$ cat src/rtl/core/tsre_pkg.sv
// types and constants of the transparent sprite run-length encoder
// no dependencies
`default_nettype none

package tsre_pkg;

   // result item kinds
   localparam logic [1:0] KIND_LITERAL = 2'd0;
   localparam logic [1:0] KIND_SKIP    = 2'd1;
   localparam logic [1:0] KIND_COPY    = 2'd2;
   localparam logic [1:0] KIND_HEADER  = 2'd3;

   // configuration register indexes
   localparam int         CSR_IDX_W          = 2;
   localparam int         CSR_DATA_W         = 16;
   localparam logic [1:0] CSR_TRANSPARENT    = 2'd0;
   localparam logic [1:0] CSR_LINE_WIDTH     = 2'd1;
   localparam logic [1:0] CSR_IMAGE_HEIGHT   = 2'd2;

   // field widths
   localparam int PIXEL_W  = 8;
   localparam int LWIDTH_W = 13;
   localparam int HEIGHT_W = 16;
   localparam int BYTES_W  = 15;
   localparam int CMP_W    = 17;

   // line layout
   localparam logic [BYTES_W-1:0] HEADER_BYTES = 15'd4;
   localparam logic [BYTES_W-1:0] RECORD_BYTES = 15'd4;

   // result queue
   localparam int QUEUE_DEPTH = 8;
   localparam int QUEUE_AW    = 3;
   localparam int MAX_PUSH    = 4;
   localparam int PUSH_IDX_W  = 2;

   typedef struct packed {
      logic [1:0]         kind;
      logic [BYTES_W-1:0] value;
      logic [BYTES_W-1:0] offset;
      logic               line_done;
      logic               frame_done;
   } item_type;

   // items written into the queue in one cycle, packed from slot 0 up
   typedef struct packed {
      logic [QUEUE_AW-1:0]       count;
      item_type [MAX_PUSH-1:0]   slot;
   } push_type;

endpackage

`default_nettype wire

$ cat src/rtl/core/tsre_result_queue.sv
// result queue: takes up to four items a cycle, gives one a cycle while out_ready is high
// depends on tsre_pkg
`default_nettype none

module tsre_result_queue
   import tsre_pkg::*;
(
   input  wire logic     clock,
   input  wire logic     reset,
   input  wire push_type push,
   output logic          room,
   output logic          out_valid,
   input  wire logic     out_ready,
   output item_type      out_item
);

   item_type [QUEUE_DEPTH-1:0] q_ff;
   logic [QUEUE_AW-1:0]        wr_ptr_ff, wr_ptr_in;
   logic [QUEUE_AW-1:0]        rd_ptr_ff, rd_ptr_in;
   logic [QUEUE_AW:0]          count_ff, count_in;
   logic [QUEUE_DEPTH-1:0]     slot_we;
   item_type [QUEUE_DEPTH-1:0] slot_wdata;
   logic [QUEUE_AW-1:0]        slot_rel [QUEUE_DEPTH];
   logic                       pop;

   // head of the queue and free space for a full push
   assign out_valid = (count_ff != '0);
   assign out_item  = q_ff[rd_ptr_ff];
   assign room      = (count_ff <= (QUEUE_AW+1)'(QUEUE_DEPTH - MAX_PUSH));
   assign pop       = out_valid && out_ready;

   // each entry checks whether it falls inside this cycle's push window
   always_comb begin
      for (int i = 0; i < QUEUE_DEPTH; i++) begin
         slot_rel[i]   = QUEUE_AW'(i) - wr_ptr_ff;
         slot_we[i]    = (slot_rel[i] < push.count);
         slot_wdata[i] = push.slot[slot_rel[i][PUSH_IDX_W-1:0]];
      end
   end

   // pointers and fill count
   always_comb begin
      wr_ptr_in = wr_ptr_ff + push.count;
      rd_ptr_in = rd_ptr_ff + QUEUE_AW'(pop);
      count_in  = count_ff + (QUEUE_AW+1)'(push.count) - (QUEUE_AW+1)'(pop);
   end

   always_ff @(posedge clock) begin
      if (reset) begin
         wr_ptr_ff <= '0;
         rd_ptr_ff <= '0;
         count_ff  <= '0;
      end else begin
         wr_ptr_ff <= wr_ptr_in;
         rd_ptr_ff <= rd_ptr_in;
         count_ff  <= count_in;
      end
   end

   // entry storage
   always_ff @(posedge clock) begin
      for (int i = 0; i < QUEUE_DEPTH; i++) begin
         if (slot_we[i]) begin
            q_ff[i] <= slot_wdata[i];
         end
      end
   end

endmodule

`default_nettype wire

$ cat src/rtl/core/transparent_sprite_rle_encoder_core.sv
// Transparent sprite run-length encoder, top level.
// The first result of a pixel passes the input register and the result queue before it is
// offered. A pixel enters every cycle while each yields at most one result and the result
// port is ready; the results of one pixel leave one at a time on the single result port
// (a copy pixel that ends a skip run yields at least two). Reset is synchronous and active high: it clears run state,
// counters and the queue, and sets transparent value 0, line width 8 and image height 1.
`default_nettype none

module transparent_sprite_rle_encoder_core
   import tsre_pkg::*;
#(
   parameter int MAX_LINE_WIDTH = 4096
)
(
   input  wire logic                  clock,
   input  wire logic                  reset,
   // pixel stream
   input  wire logic                  req_tvalid,
   output logic                       req_tready,
   input  wire logic [7:0]            req_tdata,   // [7:0] pixel_value
   // result stream
   output logic                       rsp_tvalid,
   input  wire logic                  rsp_tready,
   output logic [31:0]                rsp_tdata,   // [14:0] item_value, [29:15] byte_offset
   output logic                       rsp_tlast,   // line_done
   output logic [2:0]                 rsp_tuser,   // [1:0] item_kind, [2] frame_done
   // configuration writes
   input  wire logic                  csr_wr_en,
   input  wire logic [CSR_IDX_W-1:0]  csr_index,
   input  wire logic [CSR_DATA_W-1:0] csr_wdata
);

   localparam int CW = $clog2(MAX_LINE_WIDTH + 1);

   // configuration
   logic [PIXEL_W-1:0]  transparent_ff;
   logic [LWIDTH_W-1:0] line_width_ff;
   logic [HEIGHT_W-1:0] image_height_ff;

   // input register
   logic               pix_valid_ff, pix_valid_in;
   logic [PIXEL_W-1:0] pix_ff;

   // run state
   logic [CW-1:0]       column_ff, column_in;
   logic [HEIGHT_W-1:0] row_ff, row_in;
   logic                run_copy_ff, run_copy_in;
   logic [CW-1:0]       run_len_ff, run_len_in;
   logic [BYTES_W-1:0]  run_off_ff, run_off_in;
   logic [BYTES_W-1:0]  line_bytes_ff, line_bytes_in;

   // encode datapath
   logic                fire, room, req_xfer;
   logic                is_copy, col0, run_switch, line_end, last_line;
   logic [CMP_W-1:0]    eff_w, eff_h, col_next;
   logic                copy_a;
   logic [CW-1:0]       len_a;
   logic [BYTES_W-1:0]  off_a, bytes_a, bytes_b;
   logic [MAX_PUSH-1:0] cand_v;
   item_type [MAX_PUSH-1:0] cand;
   logic [QUEUE_AW-1:0] pos;
   push_type            push;
   item_type            head;

   // configuration register writes
   always_ff @(posedge clock) begin
      if (reset) begin
         transparent_ff  <= '0;
         line_width_ff   <= LWIDTH_W'(8);
         image_height_ff <= HEIGHT_W'(1);
      end else if (csr_wr_en) begin
         case (csr_index)
            CSR_TRANSPARENT:  transparent_ff  <= csr_wdata[PIXEL_W-1:0];
            CSR_LINE_WIDTH:   line_width_ff   <= csr_wdata[LWIDTH_W-1:0];
            CSR_IMAGE_HEIGHT: image_height_ff <= csr_wdata[HEIGHT_W-1:0];
            default: ;
         endcase
      end
   end

   // input register: refills while the held pixel moves on
   assign fire         = pix_valid_ff && room;
   assign req_tready   = !pix_valid_ff || room;
   assign req_xfer     = req_tvalid && req_tready;
   assign pix_valid_in = req_xfer || (pix_valid_ff && !fire);

   always_ff @(posedge clock) begin
      if (reset) begin
         pix_valid_ff <= 1'b0;
      end else begin
         pix_valid_ff <= pix_valid_in;
      end
   end

   always_ff @(posedge clock) begin
      if (req_xfer) begin
         pix_ff <= req_tdata[PIXEL_W-1:0];
      end
   end

   // effective width and height limits
   always_comb begin
      eff_w = CMP_W'(line_width_ff);
      if (eff_w == '0) begin
         eff_w = CMP_W'(1);
      end
      if (eff_w > CMP_W'(MAX_LINE_WIDTH)) begin
         eff_w = CMP_W'(MAX_LINE_WIDTH);
      end
      eff_h = CMP_W'(image_height_ff);
      if (eff_h == '0) begin
         eff_h = CMP_W'(1);
      end
   end

   // run tracking for the held pixel
   always_comb begin
      is_copy    = (pix_ff != transparent_ff);
      col0       = (column_ff == '0);
      run_switch = !col0 && (is_copy != run_copy_ff);
      col_next   = CMP_W'(column_ff) + CMP_W'(1);
      line_end   = (col_next >= eff_w);
      last_line  = ((CMP_W'(row_ff) + CMP_W'(1)) >= eff_h);

      if (col0) begin
         copy_a  = is_copy;
         len_a   = CW'(1);
         off_a   = HEADER_BYTES;
         bytes_a = HEADER_BYTES + RECORD_BYTES;
      end else if (run_switch) begin
         copy_a  = is_copy;
         len_a   = CW'(1);
         off_a   = line_bytes_ff;
         bytes_a = line_bytes_ff + RECORD_BYTES;
      end else begin
         copy_a  = run_copy_ff;
         len_a   = run_len_ff + CW'(1);
         off_a   = run_off_ff;
         bytes_a = line_bytes_ff;
      end
      bytes_b = bytes_a + BYTES_W'(is_copy);
   end

   // candidate results in emit order: closed record, literal, final record, header
   always_comb begin
      cand_v[0]            = run_switch;
      cand[0].kind         = run_copy_ff ? KIND_COPY : KIND_SKIP;
      cand[0].value        = BYTES_W'(run_len_ff);
      cand[0].offset       = run_off_ff;
      cand[0].line_done    = 1'b0;
      cand[0].frame_done   = 1'b0;

      cand_v[1]            = is_copy;
      cand[1].kind         = KIND_LITERAL;
      cand[1].value        = BYTES_W'(pix_ff);
      cand[1].offset       = bytes_a;
      cand[1].line_done    = 1'b0;
      cand[1].frame_done   = 1'b0;

      cand_v[2]            = line_end;
      cand[2].kind         = copy_a ? KIND_COPY : KIND_SKIP;
      cand[2].value        = BYTES_W'(len_a);
      cand[2].offset       = off_a;
      cand[2].line_done    = 1'b0;
      cand[2].frame_done   = 1'b0;

      cand_v[3]            = line_end;
      cand[3].kind         = KIND_HEADER;
      cand[3].value        = bytes_b;
      cand[3].offset       = '0;
      cand[3].line_done    = 1'b1;
      cand[3].frame_done   = last_line;
   end

   // pack the present candidates from slot 0 up
   always_comb begin
      pos       = '0;
      push.slot = '0;
      for (int j = 0; j < MAX_PUSH; j++) begin
         if (cand_v[j]) begin
            push.slot[pos[PUSH_IDX_W-1:0]] = cand[j];
            pos = pos + QUEUE_AW'(1);
         end
      end
      push.count = fire ? pos : '0;
   end

   // next run state
   always_comb begin
      if (line_end) begin
         column_in     = '0;
         row_in        = last_line ? '0 : row_ff + HEIGHT_W'(1);
         run_copy_in   = 1'b0;
         run_len_in    = '0;
         run_off_in    = '0;
         line_bytes_in = '0;
      end else begin
         column_in     = col_next[CW-1:0];
         row_in        = row_ff;
         run_copy_in   = copy_a;
         run_len_in    = len_a;
         run_off_in    = off_a;
         line_bytes_in = bytes_b;
      end
   end

   always_ff @(posedge clock) begin
      if (reset) begin
         column_ff     <= '0;
         row_ff        <= '0;
         run_copy_ff   <= 1'b0;
         run_len_ff    <= '0;
         run_off_ff    <= '0;
         line_bytes_ff <= '0;
      end else if (fire) begin
         column_ff     <= column_in;
         row_ff        <= row_in;
         run_copy_ff   <= run_copy_in;
         run_len_ff    <= run_len_in;
         run_off_ff    <= run_off_in;
         line_bytes_ff <= line_bytes_in;
      end
   end

   // result queue feeding the result port
   tsre_result_queue u_queue (
      .clock     (clock),
      .reset     (reset),
      .push      (push),
      .room      (room),
      .out_valid (rsp_tvalid),
      .out_ready (rsp_tready),
      .out_item  (head)
   );

   assign rsp_tdata = {2'b00, head.offset, head.value};
   assign rsp_tlast = head.line_done;
   assign rsp_tuser = {head.frame_done, head.kind};

endmodule

`default_nettype wire

$ cat config.mk
export PLATFORM = sky130hd
export DESIGN_NAME = transparent_sprite_rle_encoder_core
export DESIGN_NICKNAME = d
export VERILOG_FILES = /design/src/rtl/core/tsre_pkg.sv /design/src/rtl/core/tsre_result_queue.sv /design/src/rtl/core/transparent_sprite_rle_encoder_core.sv
export SDC_FILE = /design/constraint.sdc
export NUM_CORES = 1
export LEC_CHECK = 0
export ABC_AREA = 1
export BUFFER_PORTS_ARGS = -buffer_cell sky130_fd_sc_hd__buf_4
export CORE_MARGIN = 2
export CORE_UTILIZATION = 68
export CTS_CLUSTER_DIAMETER = 100
export DETAILED_ROUTE_END_ITERATION = 12
export MAX_ROUTING_LAYER = met4
export PLACE_DENSITY = 0.94
export RECOVER_POWER = 25
export SETUP_SLACK_MARGIN = 0.3
export SYNTH_ARGS = -nofsm -noshare
export SYNTH_HDL_FRONTEND = slang
export SYNTH_SLANG_ARGS = --single-unit
$ cat constraint.sdc
create_clock -name clock -period 15.34 [get_ports clock]
set_input_delay 3.068 -clock clock [delete_from_list [all_inputs] [get_ports clock]]
set_output_delay 3.068 -clock clock [all_outputs]
set_load 0.01 [all_outputs]
### After elaboration in Yosys (flattened, before gate mapping)

Cells that the tools add are included.

| storage, ports and cells | value |
|---|---|
| bits in registers | 401 |
| word-level logic and storage cells | 183 |
| latch bits | 0 |
| memory bits (read-only) | 0 |
| bits in writable memories | 0 |
| output and inout bits | 38 |
| memories kept | 0 |
| input port bits | 31 |

| operators by class | value |
|---|---|
| reductions and logical operators | 22 |
| multipliers | 0 |
| mux-type cells | 55 |
| shift operators | 0 |
| $lt $le $gt $ge | 27 |
| equality and inequality tests | 4 |
| divide/modulo/power cells | 0 |
| $add $sub $neg | 21 |
| bitwise logic cells | 0 |

Operators by type and width:

| kind | count |
|---|---|
| $bmux 34 s2 | 8 |
| $mux 34 | 13 |
| $bwmux 136 | 3 |
| $mux 136 | 3 |
| $demux 34 s2 | 3 |
| $bmux 34 s3 | 1 |
| $mux 15 | 6 |
| $mux 13 | 5 |
| $lt 2x3->1 const B | 11 |
| $mux 16 | 2 |
| $logic_not 13->1 | 2 |
| $lt 3x3->1 | 8 |
| $add 16x1->17 const B | 1 |
| $ge 14x17->1 | 1 |
| $ge 17x17->1 | 1 |
| $gt 17x13->1 const B | 1 |
| $mux 17 | 1 |
| $add 16x1->16 const B | 1 |
| $logic_not 16->1 | 1 |
| $add 15x1->15 | 1 |
| $add 15x3->15 const B | 1 |
| $add 13x1->14 const B | 1 |
| $add 13x1->13 const B | 1 |
| $mux 3 | 4 |
| 23 further kinds | 49 |

### Longest topological paths before layout

Gate-level depths: netlist of run 1.

| logic depth | value |
|---|---|
| depth in word-level cells | 16 |
| mapped depth | 26 |
| depth with buffers taken out | 26 |

### Modules after synthesis

From an unflattened synthesis of run 1, not the netlist that was laid out.

| unflattened totals | value |
|---|---|
| cell total of the unflattened synthesis | 3,237 |
| area, all modules | 24,158.2 µm² |

Modules (own cells, without submodules):

| module | area each (µm²) | cells each | times used | seq. area each (µm²) |
|---|---|---|---|---|
| tsre_result_queue | 15,601.2 | 1,956 | 1 | 8,368.0 |
| transparent_sprite_rle_encoder_core | 8,557.0 | 1,281 | 1 | 2,462.4 |

### Least setup slack after synthesis of run 1

Ideal clock, no wire load.

| path | value |
|---|---|
| path type | register to register |
| start | register column_ff[0] |
| end | register u_queue.q_ff[102] (netlist bit) (enable) |
| library setup time | 0.437 ns |
| data required time | 14.903 ns |
| arrival | 4.615 ns |
| buffers on the path | 0 |
| setup slack | 10.288 ns |
| stages on the path, launching flop included | 21 |
| period minus slack after synthesis | 5.052 ns |
| cells stage by stage | dfxtp_1 inv_1 nor3_2 nand2_1 inv_1 nand3_1 nor3_1 xor2_1 ha_1 nand2_1 o21ai_0 a21oi_1 nand2_1 nor2_2 nand2_4 ha_1 nand2_1 ha_1 inv_1 o21bai_1 a21oi_1 |

| between the ends | value |
|---|---|
| longest elaborated chain between the ends | 12 |
| elaborated cells on any way between the ends | 14 |
| those cells by class | add/sub: 4; order compare: 2; mux: 5; reduce/logical: 3 |

Ends and longest elaborated chain:

| element | RTL line | RTL |
|---|---|---|
| from (decl) | transparent_sprite_rle_encoder_core.sv:45 | `logic [CW-1:0] column_ff, column_in;` |
| from (signal assigned) | transparent_sprite_rle_encoder_core.sv:216 | `column_ff <= column_in;` |
| branches (longest 9 deep; another with $ge 14x17->1) | n/a |  |
| $mux 3 (*) | transparent_sprite_rle_encoder_core.sv:180 | `if (cand_v[j]) begin` |
| $mux 3 (*) | transparent_sprite_rle_encoder_core.sv:185 | `push.count = fire ? pos : '0;` |
| $lt 3x3->1 (*) | tsre_result_queue.sv:36 | `slot_we[i] = (slot_rel[i] < push.count);` |
| to (signal, indexed assignment) | tsre_result_queue.sv:64 | `q_ff[i] <= slot_wdata[i];` |
| to (decl) | tsre_result_queue.sv:17 | `item_type [QUEUE_DEPTH-1:0] q_ff;` |

Mark *: on every way between the ends.
A chain may end at the register's enable or synchronous reset.

==> results of run 1 <==
## state kept, by name, summed over array words and instances (netlist names), 4 cells and up
signal,flops
column_ff,13
image_height_ff,16
line_bytes_ff,15
line_width_ff,13
pix_ff,8
row_ff,16
run_len_ff,13
run_off_ff,15
transparent_ff,8
u_queue.count_ff,4
u_queue.q_ff,272
## cell families after synthesis
kind of cell | Yosys count
AO/OA/AOI/OAI | 649
flip-flops | 401
buffers and inverters | 345
XOR/XNOR | 48
adder cells (fa/ha/maj) | 65
AND/OR/NAND/NOR | 1070
other | 1
## report_power, final
group,internal [mW],switching [mW]
Combinational,0.402,1.00
Sequential,1.49,0.0990
Clock,0.555,0.432
Total,2.44,1.53
## critical path, cell delays in order
cell and delay, ns:
clkbuf_1 2.38, inv_1 1.08, clkbuf_1 0.78, o21ai_0 0.34
a21oi_1 0.07
## placed cells by master (no fill, tap or decap), types with 12 or more instances in the layout
cell and instances:
o21ai_0 326, xnor2_1 13, edfxtp_1 280, ha_1 62, xor2_1 32, dfxtp_1 117
nand4_1 21, nor2_4 12, a21oi_1 116, o21ai_1 43, clkbuf_1 13, nand2_1 451
inv_1 178, inv_2 12, nor2_1 394, nand3_1 122, a31oi_1 35, a22oi_1 20
buf_4 78, clkbuf_16 43, o22ai_1 56, nor3_1 15
## per-stage QoR
stage	util, %	hold WS (ns)
after floorplan	-	0.438
after global placement	71.0	0.452
after detailed placement	71.0	0.456
after CTS	75.2	0.466
after global routing	75.0	0.483
final	75.0	0.468
## how the worst max path moves through the flow
stage | cells past startpoint | end | from | slack [ns]
2_1_floorplan | 20 | u_queue.q_ff[102] | column_ff[0] | 10.29
3_3_place_gp | 7 | rsp_tdata[29] | u_queue.rd_ptr_ff[0] | 9.94
3_5_place_dp | 7 | rsp_tdata[20] | u_queue.rd_ptr_ff[0] | 9.83
4_1_cts | 7 | rsp_tdata[24] | u_queue.rd_ptr_ff[0] | 9.14
5_1_grt | 5 | transparent_ff[0] | reset | 7.67
6_report | 5 | transparent_ff[5] | reset | 7.97
## cell type report
cell class | instances | area [µm²] | area share [%]
flip-flops and latches | 401 | 10800 | 45.9
multi-input cells | 1834 | 9550 | 40.5
clock buffers | 52 | 1120 | 4.74
inverters | 195 | 737 | 3.12
repair buffers | 90 | 657 | 2.78
well taps | 402 | 503 | 2.13
clock inverters | 22 | 199 | 0.843
## routing by layer
layer / vias up / part of all wire [%]
li1: 8784 / -
met2: 1530 / 47
met4: 0 / 5.4
met1: 8924 / 35
met3: 306 / 13
met5: - / 0
==> results.json, run 1 <==
{
  "drt_iter0_drc": 2845,
  "fin_skew_ns": 0.0449,
  "hold_path_depth": 2,
  "drcViolationCount": 0,
  "cp_max_fo": 67,
  "synth_area_mm2": 0.0217,
  "cts_buffers": 41,
  "die-area_mm2": 0.0333,
  "grt_pass1_vias": 18841,
  "ys.warnings.count": 0,
  "htreeDepth": 2,
  "worst_slack_ns": 7.97,
  "synthesis.instances": 2579,
  "ys_top_cells_by_area": "edfxtp_1 (39%), dfxtp_1 (11%), nand2_1 (7.8%), o21ai_0 (7.4%), nor2_1 (6.8%)",
  "core_mm2": 0.0315,
  "worstSetupPathType": "primary input to flip-flop",
  "start_kind": "primary input",
  "fin_tns_setup_ns": 0,
  "rows": 65,
  "synth-async-reset-ratio_pct": 0,
  "status": "finished with violations",
  "cap_viol_max_count": 2,
  "seq_area_frac_synth_pct": 49.9,
  "clk_latency_ns": 0.55,
  "postCtsSetupBuffers": 0,
  "synthMuxAreaShare_pct": 0,
  "hold_class": "flip-flop to flip-flop",
  "hold_violations": 0,
  "antennaDiodeCount": 0,
  "clockRootBuffer": "clkbuf_16",
  "drv_slew": 83,
  "via_per_inst": 6.52,
  "wl_per_cell_um": 21.1,
  "post-route-cell-area_mm2": 0.0236,
  "clock.fmax_mhz": 136,
  "synth_top_family_by_area": "simple AND/OR/NAND/NOR gates",
  "min_period_ns": 7.37,
  "ant_nets": 0,
  "synth_area_per_cell_um2": 8.41,
  "clk_pin_slew_worst_paths_ns": 0.06,
  "gp_congestion": 0.991,
  "critPathRequiredTime_ns": 15.76,
  "rsz0062_at_grt": "no",
  "pre_cts_slack_ns": 9.83,
  "synthSimpleGateAreaFrac_pct": 21.2,
  "dp_hpwl_mm": 40.0,
  "fin_cells": 2996,
  "cts_hold_buf": 0,
  "synth-xor-area-share_pct": 2.04,
  "post-place-cells": 2922,
  "regToRegEndpoint": "u_queue.q_ff[170]",
  "area_delta_synth_final_pct": 8.84,
  "synth-compound-area-share_pct": 16.6,
  "grt_busiest_layer": "met2",
  "r2r_cells": 22,
  "synth_commonest_cells": "nand2_1 (448), nor2_1 (394), o21ai_0 (321)",
  "vias": 19544,
  "reg2reg_from": "column_ff[0]",
  "synthAdderAreaFrac_pct": 3.82,
  "critical_path_arrival_ns": 7.79,
  "place_area_mm2": 0.0223,
  "violations": "capacitance limit, slew limit",
  "ys_ff_latch": 401,
  "setup_viol": 0,
  "port_buffers": 66,
  "clock_path_buffers": 3,
  "period_share_pct": 48.0,
  "grt_use_met1_pct": 46.4,
  "die_w_um": 183,
  "antenna_found_initial": 0,
  "yosys.area.top_type_share_pct": 38.8,
  "relSlewSlack_pct": -130,
  "p_total_mw": 3.98,
  "use_met2_pct": 62.5,
  "grt_pass1_wl_mm": 98.5,
  "totalWireLength_mm": 63.2,
  "final_nets": 2659,
  "worstHoldStart": "run_off_ff[14]",
  "critPathCaptureType": "flip-flop",
  "p_leak_nw": 8.71,
  "r2r_setup_slack_ns": 8.93,
  "numClockSinks": 401,
  "holdPathEnd": "run_off_ff[14]",
  "grt_usage_pct": 38.8,
  "cts_resized": 0,
  "drive_above_1_share_pct": 9.52,
  "initial_core_util_pct": 68.9,
  "final.fill_count": 2047,
  "synth_edf_count": 280,
  "io_pins": 69,
  "peakVddDrop_uv": 142,
  "yosys.area.top_type": "edfxtp_1",
  "tightestPinTransition_ns": 3.45,
  "die_h_um": 183,
  "use_met3_pct": 8.50,
  "ys_types": 60,
  "yosysMostFrequentCell": "nand2_1",
  "ys.flop_type": "edfxtp_1",
  "first_pass_iters": 7,
  "cts_tree": "yes",
  "grt_overflow": 0,
  "grt_max_degree": 137,
  "power_density_mw_per_mm2": 168
}
Power figures use the tool's default switching activity.
==> inputs of run 2 (changes only) <==
--- a/config.mk
+++ b/config.mk
@@ -8,11 +8,11 @@
 export ABC_AREA = 1
 export BUFFER_PORTS_ARGS = -buffer_cell sky130_fd_sc_hd__buf_4
 export CORE_MARGIN = 2
-export CORE_UTILIZATION = 68
+export CORE_UTILIZATION = 57
 export CTS_CLUSTER_DIAMETER = 100
 export DETAILED_ROUTE_END_ITERATION = 12
 export MAX_ROUTING_LAYER = met4
-export PLACE_DENSITY = 0.94
+export PLACE_DENSITY = 0.85
 export RECOVER_POWER = 25
 export SETUP_SLACK_MARGIN = 0.3
 export SYNTH_ARGS = -nofsm -noshare
==> constraint.sdc (replaced) <==
create_clock -name clock -period 6.45 [get_ports clock]
set_input_delay 1.29 -clock clock [delete_from_list [all_inputs] [get_ports clock]]
set_output_delay 1.29 -clock clock [all_outputs]
set_load 0.01 [all_outputs]
==> run 2 against run 1 <==
- the flow still finishes with violations (capacitance limit, slew limit)
- die area increased by 19%
- sequential share of layout area down 0.44 points
- routed wire length is 4.0% higher
- sequential power up 140%
- power grew 140%
- final cell count up 3.8%
- combinational power is 140% higher
- sequential cell count unchanged
- clock skew is 0.025 ns lower
- via count decreased by 2.7%
- count of clock-buffer cells in the layout increased by 3
- first-iteration DRC count shrank 4.9%
==> results.json, run 2 (same netlist as run 1, synthesis figures left out) <==
{
  "status": "finished with violations",
  "violations": "capacitance limit, slew limit",
  "grt_pass1_vias": 17869,
  "ant_nets": 0,
  "worstSetupPathType": "flip-flop to flip-flop",
  "drcViolationCount": 0,
  "path_delay_family": "compound AO/OA/AOI/OAI gates",
  "clk_pin_slew_worst_paths_ns": 0.06,
  "grt_pass1_wl_mm": 101,
  "min_period_ns": 5.41,
  "drt_iter0_drc": 2707,
  "clock.fmax_mhz": 185,
  "die_w_um": 199,
  "hold_class": "flip-flop to flip-flop",
  "io_pins": 69,
  "clockRootBuffer": "clkbuf_16",
  "fin_tns_setup_ns": 0,
  "grt_usage_pct": 34.4,
  "critPathCaptureType": "flip-flop",
  "antenna_found_initial": 0,
  "final.fill_count": 3069,
  "initial_core_util_pct": 57.7,
  "cts_buffers": 42,
  "drive_above_1_share_pct": 9.58,
  "cts_hold_buf": 0,
  "grt_max_degree": 86,
  "via_per_inst": 6.11,
  "setup_viol": 0,
  "critical_path_arrival_ns": 5.68,
  "max_stage_delay_ns": 1.09,
  "period_share_pct": 83.9,
  "critPathRequiredTime_ns": 6.72,
  "drv_slew": 145,
  "htreeDepth": 2,
  "gp_congestion": 1.03,
  "core_mm2": 0.0376,
  "rows": 71,
  "die_h_um": 199,
  "clock_path_buffers": 3,
  "p_leak_nw": 8.79,
  "vias": 19010,
  "relSlewSlack_pct": -115,
  "die-area_mm2": 0.0396,
  "power_density_mw_per_mm2": 403,
  "antennaDiodeCount": 0,
  "dp_hpwl_mm": 44.6,
  "largest_register": "u_queue.q_ff",
  "area_delta_synth_final_pct": 9.90,
  "p_total_mw": 9.60,
  "postCtsSetupBuffers": 0,
  "wl_per_cell_um": 21.2,
  "numClockSinks": 401,
  "crit_path_cell_trace": "ha_1 > nand2_1 > inv_1 > nand3_1 > nor2_1 > nand2_1 > inv_1 > nand3_1 > xor2_1 > ha_1 > a21oi_1 > o21ai_0 > a21oi_1 > nand2_1 > nor2_2 > nand2_1 > nand2_1 > clkbuf_1 > o21ai_0 > o21ai_0 > o21ai_1",
  "peakVddDrop_uv": 238,
  "final_common_cell": "nand2_1",
  "tightestPinTransition_ns": 3.23,
  "whs_ns": 0.466,
  "cap_viol_max_count": 3,
  "grt_overflow": 0,
  "final_nets": 2662,
  "fin_skew_ns": 0.0200,
  "totalWireLength_mm": 65.8,
  "fin_cells": 3110,
  "cts_resized": 0,
  "reg_top3": "u_queue.q_ff x272, image_height_ff x16, row_ff x16",
  "rsz0062_at_grt": "no",
  "hold_violations": 0,
  "cts_tree": "yes",
  "worst_path_max_delay_cell": "clkbuf_1",
  "first_pass_iters": 6,
  "clk_latency_ns": 0.58,
  "largest_reg_flops": 272,
  "start_kind": "flip-flop",
  "port_buffers": 66,
  "post-place-cells": 3033,
  "final_cell_mix": "nand2_1 (451), nor2_1 (395), o21ai_0 (327)",
  "path_common_cell": "nand2_1",
  "cp_num_buf_inv": 3,
  "cp_max_fo": 28
}
run 2: cell types whose count changed in the layout (fill, tap and decap cells not counted), sizes merged:
| cell | delta |
|---|---|
| inv | +2 |
| buf | -1 |
| bufinv | +3 |
| clkinvlp | -5 |
| clkbuf | +6 |
run 2: cell type report:
cell class | instances | area (µm²) | area share [%]
Sequential cell | 401 | 10800 | 45.5
Inverter | 195 | 737 | 3.09
Tap cell | 511 | 639 | 2.68
Timing Repair Buffer | 92 | 662 | 2.78
Multi-Input combinational cell | 1834 | 9560 | 40.1
Clock inverter | 22 | 245 | 1.03
Clock buffer | 55 | 1160 | 4.87
run 2: worst min-delay path, cell delays in order, from the launching register on:
cell and delay [ns]:
dfxtp_1 0.31, nand2_1 0.06, a21oi_1 0.05
run 2: path summary, 6_finish.rpt:
| path | slack, ns | end | depth (start not counted) | startpoint |
|---|---|---|---|---|
| max | 1.04 | u_queue.q_ff[224] | 21 | column_ff[0] |
| min | 0.47 | run_off_ff[12] | 2 | run_off_ff[12] |
| max reg2reg | 1.04 | u_queue.q_ff[224] | 21 | column_ff[0] |
| min reg2reg | 0.47 | run_off_ff[12] | 2 | run_off_ff[12] |
run 2: per-layer routing:
metal	global-route usage [%]	up-vias	wire, µm
met4	13.8	0	2760
met3	7.44	193	8040
li1	-	8798	-
met5	-	-	0
met2	54.0	1249	30400
met1	43.6	8770	24600
run 2: report_power, final:
group / leakage, nW / internal [mW] / switching (mW) / total (mW)
sequential: 3.62 / 3.53 / 0.201 / 3.73
clock: 0.695 / 1.47 / 1.02 / 2.49
combinational: 4.48 / 0.955 / 2.42 / 3.37
total: 8.79 / 5.96 / 3.64 / 9.60
run 2: through the flow:
stage / worst slack, ns / cell area (µm²) / util (%)
2_1_floorplan: 1.40 / 21700 / -
3_3_place_gp: 1.55 / 22500 / 59.8
3_5_place_dp: 1.42 / 22500 / 59.8
4_1_cts: 1.38 / 23900 / 63.6
5_1_grt: 0.688 / 23800 / 63.4
6_report: 1.04 / 23800 / 63.4
